**config.mk**
```make
export PLATFORM = sky130hd
export DESIGN_NAME = line_rasterizer
export DESIGN_NICKNAME = d
export VERILOG_FILES = /design/src/hdl/lr_pkg.sv /design/src/hdl/line_rasterizer.sv
export SDC_FILE = /design/constraint.sdc
export NUM_CORES = 1
export LEC_CHECK = 0
export BUFFER_PORTS_ARGS = -buffer_cell sky130_fd_sc_hd__buf_2
export CAP_MARGIN = 20
export CORE_MARGIN = 1
export CORE_UTILIZATION = 45
export DETAILED_ROUTE_END_ITERATION = 16
export GPL_ROUTABILITY_DRIVEN = 1
export PLACE_DENSITY = 0.73
export SLEW_MARGIN = 20
export SYNTH_ARGS = -nofsm -noshare
export SYNTH_HDL_FRONTEND = slang
export SYNTH_SLANG_ARGS = --single-unit
```
**constraint.sdc**
```tcl
create_clock -name clk_i -period 10.5 [get_ports clk_i]
set_clock_uncertainty 0.2 [all_clocks]
set_input_delay 2.1 -clock clk_i [delete_from_list [all_inputs] [get_ports clk_i]]
set_output_delay 2.1 -clock clk_i [all_outputs]
set_load 0.01 [all_outputs]
```
**src/hdl/lr_pkg.sv**
```systemverilog
// shared constants and types for the line rasterizer
package lr_pkg;

  // default coordinate width
  localparam int unsigned COORD_BITS_DEF = 16;

  // pixel colour width
  localparam int unsigned COLOR_BITS = 32;

  // item kind carried in the slave tuser bit
  typedef enum logic {
    ACT_START = 1'b0,
    ACT_STEP  = 1'b1
  } action_e;

endpackage

```
**src/hdl/line_rasterizer.sv**
```systemverilog
// line rasterizer: bresenham style line walk, one pixel per step transaction on an active line
//
//  channel  | direction | tdata (low bit up)                          | side band
//  ---------+-----------+---------------------------------------------+------------------------
//  s_axis   | in        | start_x, start_y, end_x, end_y, line_color  | tuser: action
//  m_axis   | out       | pixel_x, pixel_y, pixel_color               | tlast: last_pixel
//
//  one transaction is taken every cycle while m_axis is not stalled; a step transaction goes
//  into the input register, and its pixel is then loaded into the pixel register that drives m_axis
//  rst_ni clears the input and pixel valid flags and the line state (idle, no line)
//  a stall on m_axis holds the pixel register and then the input register; the input
//  register frees up in the same cycle the pending pixel is taken
module line_rasterizer #(
  parameter int unsigned COORD_BITS = lr_pkg::COORD_BITS_DEF
) (
  input  logic clk_i,
  input  logic rst_ni,

  input  logic                                                   s_axis_tvalid,
  output logic                                                   s_axis_tready,
  // start_x, start_y, end_x, end_y, line_color, zero pad
  input  logic [((4*COORD_BITS+lr_pkg::COLOR_BITS+7)/8)*8-1:0]  s_axis_tdata,
  // action
  input  logic                                                   s_axis_tuser,

  output logic                                                   m_axis_tvalid,
  input  logic                                                   m_axis_tready,
  // pixel_x, pixel_y, pixel_color, zero pad
  output logic [((2*COORD_BITS+lr_pkg::COLOR_BITS+7)/8)*8-1:0]  m_axis_tdata,
  // last_pixel
  output logic                                                   m_axis_tlast
);
  import lr_pkg::*;

  localparam int unsigned W        = COORD_BITS;
  localparam int unsigned OutDataW = ((2*W + COLOR_BITS + 7) / 8) * 8;

  // input register
  logic                  s1_valid_q, s1_valid_d;
  action_e               s1_act_q;
  logic signed [W-1:0]   s1_x0_q, s1_y0_q, s1_x1_q, s1_y1_q;
  logic [COLOR_BITS-1:0] s1_color_q;

  // line state
  logic                  busy_q, busy_d;
  logic                  steep_q, steep_d;
  logic signed [W-1:0]   cur_major_q, cur_major_d;
  logic signed [W-1:0]   cur_minor_q, cur_minor_d;
  logic signed [W-1:0]   stop_major_q, stop_major_d;
  logic signed [1:0]     minor_dir_q, minor_dir_d;
  logic [W+1:0]          err_acc_q, err_acc_d;
  logic [W:0]            err_limit_q, err_limit_d;
  logic [W:0]            err_inc_q, err_inc_d;
  logic [COLOR_BITS-1:0] held_color_q, held_color_d;

  // pixel register
  logic                  out_valid_q, out_valid_d;
  logic signed [W-1:0]   out_x_q, out_x_d;
  logic signed [W-1:0]   out_y_q, out_y_d;
  logic [COLOR_BITS-1:0] out_color_q, out_color_d;
  logic                  out_last_q, out_last_d;

  logic adv;       // stage can move this cycle
  logic s_accept;

  assign adv           = !out_valid_q || m_axis_tready;
  assign s_axis_tready = !s1_valid_q || adv;
  assign s_accept      = s_axis_tvalid && s_axis_tready;

  assign s1_valid_d = s_accept ? 1'b1 : (adv ? 1'b0 : s1_valid_q);

  // start setup: differences, axis choice, endpoint order
  logic signed [W:0]   dx_s, dy_s;
  logic [W:0]          dx_abs, dy_abs;
  logic [W-1:0]        dx, dy, dmaj, dmin;
  logic                st_steep, st_swap;
  logic signed [W-1:0] a_maj, a_min, b_maj, b_min;
  logic signed [W-1:0] first_maj, first_min, last_maj, last_min;
  logic [W:0]          st_limit, st_inc;

  // step: error update
  logic [W+1:0]        err_sum;
  logic                minor_move;
  logic                at_last;

  always_comb begin
    dx_s   = {s1_x1_q[W-1], s1_x1_q} - {s1_x0_q[W-1], s1_x0_q};
    dy_s   = {s1_y1_q[W-1], s1_y1_q} - {s1_y0_q[W-1], s1_y0_q};
    dx_abs = dx_s[W] ? (~dx_s + 1'b1) : dx_s;
    dy_abs = dy_s[W] ? (~dy_s + 1'b1) : dy_s;
    dx     = dx_abs[W-1:0];
    dy     = dy_abs[W-1:0];

    st_steep = dy > dx;
    if (st_steep) begin
      a_maj = s1_y0_q; a_min = s1_x0_q; b_maj = s1_y1_q; b_min = s1_x1_q;
      dmaj  = dy;      dmin  = dx;
    end else begin
      a_maj = s1_x0_q; a_min = s1_y0_q; b_maj = s1_x1_q; b_min = s1_y1_q;
      dmaj  = dx;      dmin  = dy;
    end
    st_swap   = a_maj > b_maj;
    first_maj = st_swap ? b_maj : a_maj;
    first_min = st_swap ? b_min : a_min;
    last_maj  = st_swap ? a_maj : b_maj;
    last_min  = st_swap ? a_min : b_min;
    st_limit  = {1'b0, dmaj} + 1'b1;
    st_inc    = {1'b0, dmin} + 1'b1;

    err_sum    = err_acc_q + {1'b0, err_inc_q};
    minor_move = err_sum >= {1'b0, err_limit_q};
    at_last    = cur_major_q == stop_major_q;
  end

  always_comb begin
    busy_d       = busy_q;
    steep_d      = steep_q;
    cur_major_d  = cur_major_q;
    cur_minor_d  = cur_minor_q;
    stop_major_d = stop_major_q;
    minor_dir_d  = minor_dir_q;
    err_acc_d    = err_acc_q;
    err_limit_d  = err_limit_q;
    err_inc_d    = err_inc_q;
    held_color_d = held_color_q;

    out_valid_d = adv ? 1'b0 : out_valid_q;
    out_x_d     = out_x_q;
    out_y_d     = out_y_q;
    out_color_d = out_color_q;
    out_last_d  = out_last_q;

    if (adv && s1_valid_q) begin
      case (s1_act_q)
        ACT_START: begin
          // a new line replaces whatever is being walked
          busy_d       = 1'b1;
          steep_d      = st_steep;
          cur_major_d  = first_maj;
          cur_minor_d  = first_min;
          stop_major_d = last_maj;
          if (last_min > first_min)      minor_dir_d = 2'sb01;
          else if (last_min < first_min) minor_dir_d = 2'sb11;
          else                           minor_dir_d = 2'sb00;
          err_limit_d  = st_limit;
          err_inc_d    = st_inc;
          err_acc_d    = {2'b00, st_inc[W:1]};
          held_color_d = s1_color_q;
        end
        ACT_STEP: begin
          // a step while idle is dropped
          if (busy_q) begin
            out_valid_d = 1'b1;
            out_x_d     = steep_q ? cur_minor_q : cur_major_q;
            out_y_d     = steep_q ? cur_major_q : cur_minor_q;
            out_color_d = held_color_q;
            out_last_d  = at_last;
            if (minor_move) begin
              cur_minor_d = cur_minor_q + W'(minor_dir_q);
              err_acc_d   = err_sum - {1'b0, err_limit_q};
            end else begin
              err_acc_d   = err_sum;
            end
            if (at_last) busy_d = 1'b0;
            else         cur_major_d = cur_major_q + 1'b1;
          end
        end
        default: ;
      endcase
    end
  end

  always_ff @(posedge clk_i or negedge rst_ni) begin
    if (!rst_ni) begin
      s1_valid_q   <= 1'b0;
      out_valid_q  <= 1'b0;
      busy_q       <= 1'b0;
      steep_q      <= 1'b0;
      cur_major_q  <= '0;
      cur_minor_q  <= '0;
      stop_major_q <= '0;
      minor_dir_q  <= '0;
      err_acc_q    <= '0;
      err_limit_q  <= '0;
      err_inc_q    <= '0;
      held_color_q <= '0;
    end else begin
      s1_valid_q   <= s1_valid_d;
      out_valid_q  <= out_valid_d;
      busy_q       <= busy_d;
      steep_q      <= steep_d;
      cur_major_q  <= cur_major_d;
      cur_minor_q  <= cur_minor_d;
      stop_major_q <= stop_major_d;
      minor_dir_q  <= minor_dir_d;
      err_acc_q    <= err_acc_d;
      err_limit_q  <= err_limit_d;
      err_inc_q    <= err_inc_d;
      held_color_q <= held_color_d;
    end
  end

  // payload registers, no reset needed
  always_ff @(posedge clk_i) begin
    if (s_accept) begin
      s1_act_q   <= action_e'(s_axis_tuser);
      s1_x0_q    <= s_axis_tdata[W-1:0];
      s1_y0_q    <= s_axis_tdata[2*W-1:W];
      s1_x1_q    <= s_axis_tdata[3*W-1:2*W];
      s1_y1_q    <= s_axis_tdata[4*W-1:3*W];
      s1_color_q <= s_axis_tdata[4*W+COLOR_BITS-1:4*W];
    end
    out_x_q     <= out_x_d;
    out_y_q     <= out_y_d;
    out_color_q <= out_color_d;
    out_last_q  <= out_last_d;
  end

  assign m_axis_tvalid = out_valid_q;
  assign m_axis_tdata  = OutDataW'({out_color_q, out_y_q, out_x_q});
  assign m_axis_tlast  = out_last_q;

`ifndef ASSERT_OFF
  // error term stays below its limit while a line is walked
  a_err_bound: assert property (@(posedge clk_i) disable iff (!rst_ni)
    busy_q |-> (err_acc_q < {1'b0, err_limit_q}))
    else $error("error term reached its limit");

  // the walk never passes the far endpoint
  a_major_bound: assert property (@(posedge clk_i) disable iff (!rst_ni)
    busy_q |-> (cur_major_q <= stop_major_q))
    else $error("major coordinate passed the endpoint");

  // a pixel only comes from a step taken while busy
  a_pixel_src: assert property (@(posedge clk_i) disable iff (!rst_ni)
    $rose(out_valid_q) |->
      $past(adv && s1_valid_q && (s1_act_q == ACT_STEP) && busy_q))
    else $error("pixel without a step on an active line");

  // a step on the final pixel ends the line
  a_last_idle: assert property (@(posedge clk_i) disable iff (!rst_ni)
    (adv && s1_valid_q && (s1_act_q == ACT_STEP) && busy_q && at_last) |=> !busy_q)
    else $error("line still active after its last pixel");
`endif

endmodule

```
Yosys cells after proc, flatten, opt, wreduce, memory -nomap -nowiden
Index checks and enable logic that the tools add are counted.

Bits in registers: 300. Input bits: 101. Output and inout port bits: 67. Word-level logic and storage cells: 90.

Add/subtract/negate cells: 10. $lt $le $gt $ge: 5. Equality and inequality tests: 4. Mux-type cells: 34. Bitwise operators: 3. Reductions and logical operators: 12.

Operators by type and width (count): $mux 16 (18); $pmux 16 s2 (2); $add 16x1->16 const B (3); $gt 16x16->1 (3); $mux 18 (2); $pmux 18 s2 (1); $add 16x1->17 const B (2); $sub 16x16->17 (2); $not 16->16 (2); $add 18x17->18 (1); $ge 18x17->1 (1); $sub 18x17->18 (1); $add 16x2->16 (1); $eq 16x16->1 (1); $lt 16x16->1 (1); $reduce_and 3->1 (3); $mux 1 (8); $mux 2 (2); $ne 2x1->1 const B (2); $reduce_and 2->1 (2); $logic_and 1x1->1 (2); $logic_not 1->1 (2); $logic_or 1x1->1 (2); $ne 2x2->1 const B (1); 3 further kinds (3).

Longest topological paths before layout
Word-level depth: 11. Gate-level depth with buffers: 49. Depth with buffers taken out: 42.

Worst setup path before layout
OpenSTA, ideal clock, no wires.

Kind: register to register. Start point: register s1_x0_q[0]. End point: register minor_dir_q[1]. Library setup time: 0.083 ns. Arrival: 10.145 ns. Data required time: 10.217 ns. Setup slack: 0.072 ns. Stages on the path, launching flop included: 46. Buffers on the path: 7. Period minus slack after synthesis: 10.428 ns. Path through: edfxtp_1 -> ha_1 -> fa_1 -> nand2b_2 -> a21o_1 -> a211oi_1 -> o21a_2 -> nand4_2 -> or3_1 -> o21a_1 -> o31ai_1 -> inv_1 -> ha_1 -> nand4_1 -> nor4_1 -> a21o_1 -> buf_2 -> clkbuf_1 -> [10 not listed] -> clkbuf_1 -> clkbuf_1 -> clkbuf_1 -> clkbuf_1 -> o21ai_0 -> a21oi_1 -> ha_1 -> nor2b_1 -> o21a_1 -> o21a_1 -> o21a_1 -> o21a_1 -> o21a_1 -> o21a_1 -> o21a_1 -> o31ai_1 -> a31oi_1 -> o21ai_0.

Longest elaborated chain between the ends: 11. Elaborated cells between the ends (all ways): 16. Classes of those cells: 2 x add/sub; 4 x order compare; 9 x mux; 1 x bitwise.

Ends and longest elaborated chain: start: declaration (RTL line line_rasterizer.sv:41) `logic signed [W-1:0] s1_x0_q, s1_y0_q, s1_x1_q, s1_y1_q;`; start signal: assignment (RTL line line_rasterizer.sv:207) `s1_x0_q <= s_axis_tdata[W-1:0];`; $sub 16x16->17 (RTL line line_rasterizer.sv:87) `dx_s = {s1_x1_q[W-1], s1_x1_q} - {s1_x0_q[W-1], s1_x0_q};`; $not 16->16 (RTL line line_rasterizer.sv:89) `dx_abs = dx_s[W] ? (~dx_s + 1'b1) : dx_s;`; $add 16x1->16 (RTL line line_rasterizer.sv:89); $mux 16 (RTL line line_rasterizer.sv:89); $gt 16x16->1 (RTL line line_rasterizer.sv:94) `st_steep = dy > dx;`; $mux 16 (RTL line line_rasterizer.sv:95) `if (st_steep) begin`; $gt 16x16->1 (RTL line line_rasterizer.sv:102) `st_swap = a_maj > b_maj;`; $mux 16 (on tied branches) (RTL line line_rasterizer.sv:106, line_rasterizer.sv:104); $lt 16x16->1 (RTL line line_rasterizer.sv:143) `else if (last_min < first_min) minor_dir_d = 2'sb11;`; $mux 2 (RTL line line_rasterizer.sv:143); $mux 2 * (RTL line line_rasterizer.sv:142) `if (last_min > first_min) minor_dir_d = 2'sb01;`; end signal: assignment (RTL line line_rasterizer.sv:195) `minor_dir_q <= minor_dir_d;`; end: declaration (RTL line line_rasterizer.sv:50) `logic signed [1:0] minor_dir_q, minor_dir_d;`.

Every way passes the cells marked *; elsewhere a longest branch is shown, timed or not. A chain may end at the register's enable or synchronous reset.

Worst setup path after layout
Start point: register s1_y1_q[0]. End point: register minor_dir_q[1].

Longest elaborated chain between the ends: 11. Elaborated cells between the ends (all ways): 16. Classes of those cells: 2 x add/sub; 4 x order compare; 9 x mux; 1 x bitwise.

Ends and longest elaborated chain: start: declaration (RTL line line_rasterizer.sv:41); start signal: assignment (RTL line line_rasterizer.sv:210) `s1_y1_q <= s_axis_tdata[4*W-1:3*W];`; $sub 16x16->17 (RTL line line_rasterizer.sv:88) `dy_s = {s1_y1_q[W-1], s1_y1_q} - {s1_y0_q[W-1], s1_y0_q};`; $not 16->16 (RTL line line_rasterizer.sv:90) `dy_abs = dy_s[W] ? (~dy_s + 1'b1) : dy_s;`; $add 16x1->16 (RTL line line_rasterizer.sv:90); $mux 16 (RTL line line_rasterizer.sv:90); $gt 16x16->1 (RTL line line_rasterizer.sv:94); $mux 16 (RTL line line_rasterizer.sv:95); $gt 16x16->1 (RTL line line_rasterizer.sv:102); $mux 16 (on tied branches) (RTL line line_rasterizer.sv:106, line_rasterizer.sv:104); $lt 16x16->1 (RTL line line_rasterizer.sv:143); $mux 2 (RTL line line_rasterizer.sv:143); $mux 2 * (RTL line line_rasterizer.sv:142).

Marks and branches as above.

==> impl_metrics.ini <==
[status]
status = finished clean

[timing]
finalCriticalPeriod_ps = 10210
tightest_slew_ps = 981.0
slew_headroom = 0.3432
setup-tns-final_ps = 0
hold_viol_final = 0
setup_ws_ps = 286.4
setup-violations-final = 0
drv_slew = 0
achievable-frequency_mhz = 97.91
period_share = 0.9727

[power]
finalPower_uw = 9066
static-leakage-power_uw = 0.01009
ir_worst_vdd_mv = 0.4034
power.density_mw_per_mm2 = 387.7

[worst_setup_path]
cp_common_cell = o21a_1
max_stage_delay_ps = 520
critPathCaptureType = register
cp_max_fo = 31
critPathLaunchType = register
path_class = register to register
cp_data_arrival_time_ps = 10480
critical_path.slowest_cell = or4_1
required_ps = 10760

[place]
pre_cts_ws_ps = 226.8
placed_area_mm2 = 0.02219
portBuffers = 167
place.gp.congestion = 0.9718
hpwl_um = 45890

[routing]
viasPerCell = 5.908
dr.pass1.iters = 8
drc = 0
wl_per_cell_um = 20.55
vias = 17430
drt_iter0_markers = 1608
wl_um = 60650
antenna_left = 0

[die]
fp.dieArea_mm2 = 0.04702
core_region_area_mm2 = 0.04548
row_count = 78
die_x_um = 216.9
initial_core_util = 0.4568
die_y_um = 216.9
ioPinCount = 168

[logic_synthesis]
yosysSeqAreaShare = 0.4004
postSynthCellCount = 2196
avgSynthCellArea_um2 = 9.459
synthFlopType = edfxtp_1
syn_area_mm2 = 0.02077
synth-seq-cells = 300
synth_edf_count = 162
synth_cell_type_count = 98
ys_async_sr_fraction = 0.4600
yosysWarnings = 0
syn-num-nets = 2436

[flow_run]
drv_cap = 0

[final_layout]
final_common_cell = nand2_1
area_growth_pct = 12.56
mostFrequentLayoutCells = 265 x nand2_1, 166 x buf_2, 162 x nor2_1, 162 x edfxtp_1, 146 x o21ai_0
fin_util = 0.5141
fin_nets = 2565
fin_area_mm2 = 0.02338
drive_above_1_share = 0.1578
diodes = 0

[hold_path]
min_path_type = register to register

[cts]
clock_sinks = 300
cts_setup_buffers = 0
clkTransAtPathRegs_ps = 60
clock_path_buffers = 3
cts-buffers-inserted = 34
insertion_delay_ps = 560
ctsRootBufferMaster = clkbuf_16
cts-htree-levels = 2
cts_tree = done

[global_route]
antenna_found_initial = 0
grt_overflow = 0
grt_usage = 0.2539
grt_pass1_vias = 16900
grt_pass1_wl_um = 92870
grt_max_degree = 119
## routing by layer
| metal | up-vias | global-route usage | wire (um) |
|---|---|---|---|
| li1 | 8291 | - | - |
| met1 | 8376 | 0.3168 | 24900 |
| met2 | 611 | 0.4265 | 29140 |
| met3 | 156 | 0.03508 | 3355 |
| met4 | 0 | 0.1354 | 3251 |
| met5 | - | 0 | 0 |
## area by class of cell
cell class                 instances  area, um^2
timing repair buffer             188        1012
fill                            4215       22100
inverter                         118       442.9
multi-input combinational       1683       11730
sequential                       300        8318
clock inverter                    13       146.4
tap                              600       750.7
clock buffer                      49       979.7
## synthesized netlist by cell type (6+ instances only)
master,instances,area (um^2)
nor3b_1,11,82.58
o211ai_1,19,142.6
o311ai_0,10,87.58
nand4_1,35,219.0
a21o_1,42,315.3
nand2b_1,22,137.6
a211o_1,9,78.83
a221oi_1,10,87.58
nor2b_1,16,100.1
a21oi_1,127,635.6
and3_1,15,93.84
xor2_1,33,289.0
o21ai_0,148,740.7
buf_2,12,60.06
o211a_1,7,70.07
dfrtp_1,138,3453
mux2i_1,96,960.9
a31oi_1,21,131.4
o221ai_1,6,52.55
nor3_1,39,195.2
edfxtp_1,162,4865
buf_1,12,45.04
nand3_1,45,225.2
o22ai_1,7,43.79
nand3b_1,7,52.55
inv_1,118,442.9
mux2_2,79,889.6
and2_1,12,75.07
o21bai_1,6,45.04
or3_1,12,75.07
xnor2_1,84,735.7
o31ai_1,11,82.58
a211oi_1,20,150.1
nor4_1,13,81.33
nor2_1,163,611.8
o21a_1,26,195.2
or2_2,8,50.05
nand2_1,266,998.5
o21ai_1,11,55.05
ha_1,134,1677
clkbuf_1,71,266.5
## cell families after synthesis
family / after synthesis / share of synthesized area
adders and majority gates: 139 / 0.08553
xor gates and xnor gates: 120 / 0.05198
muxes: 175 / 0.08909
DFF: 300 / 0.4004
and+or+nand+nor: 693 / 0.1579
AOI/OAI and AO/OA: 555 / 0.1755
buffers and inverters: 214 / 0.03957
## worst paths after layout
| check | start | end | slack (ps) | depth (start not counted) |
|---|---|---|---|---|
| worst max register to register | s1_y1_q[0] | minor_dir_q[1] | 290 | 37 |
| min in group asynchronous | rst_ni | held_color_q[22] | 1370 | 1 |
| worst min register to register | s1_color_q[20] | held_color_q[20] | 230 | 2 |
| max in group asynchronous | rst_ni | held_color_q[31] | 7340 | 2 |
| worst max-delay path | s1_y1_q[0] | minor_dir_q[1] | 290 | 37 |
| worst min-delay path | s1_color_q[20] | held_color_q[20] | 230 | 2 |
## timing repair
item,4_1_cts,5_1_grt
endpoints found under the setup margin,0,2
hold buffers,0,0
resized for setup,0,10
## per-stage QoR
stage               cells  hold slack, ps
CTS                  2950           232.0
detailed placement   2888           222.4
finish               2951           229.7
floorplan            2196           214.6
global route         2951           242.3
global placement     2888           219.0
## where the power goes
| part | switching, uW | leakage [uW] | internal (uW) |
|---|---|---|---|
| sequential | 252 | 0.00323 | 1570 |
| combinational | 3530 | 0.00630 | 2510 |
| clock | 493 | 0.000550 | 708 |
## registers in the layout, indices dropped and copies added, names as in the netlist, 17 cells and up
register / cells
err_acc_q: 18
err_inc_q: 17
err_limit_q: 17
held_color_q: 32
out_color_q: 32
s1_color_q: 32
## critical path, delay by kind of cell (launching register included)
kind | cells | cell delay, ps
simple gates | 6 | 1510
mux | 4 | 1410
compound gates | 19 | 4250
flops | 1 | 480
fa+ha+maj | 5 | 1390
xor+xnor | 1 | 430
buf+inv | 2 | 420
Note: power is estimated with default switching activity, not from simulation.
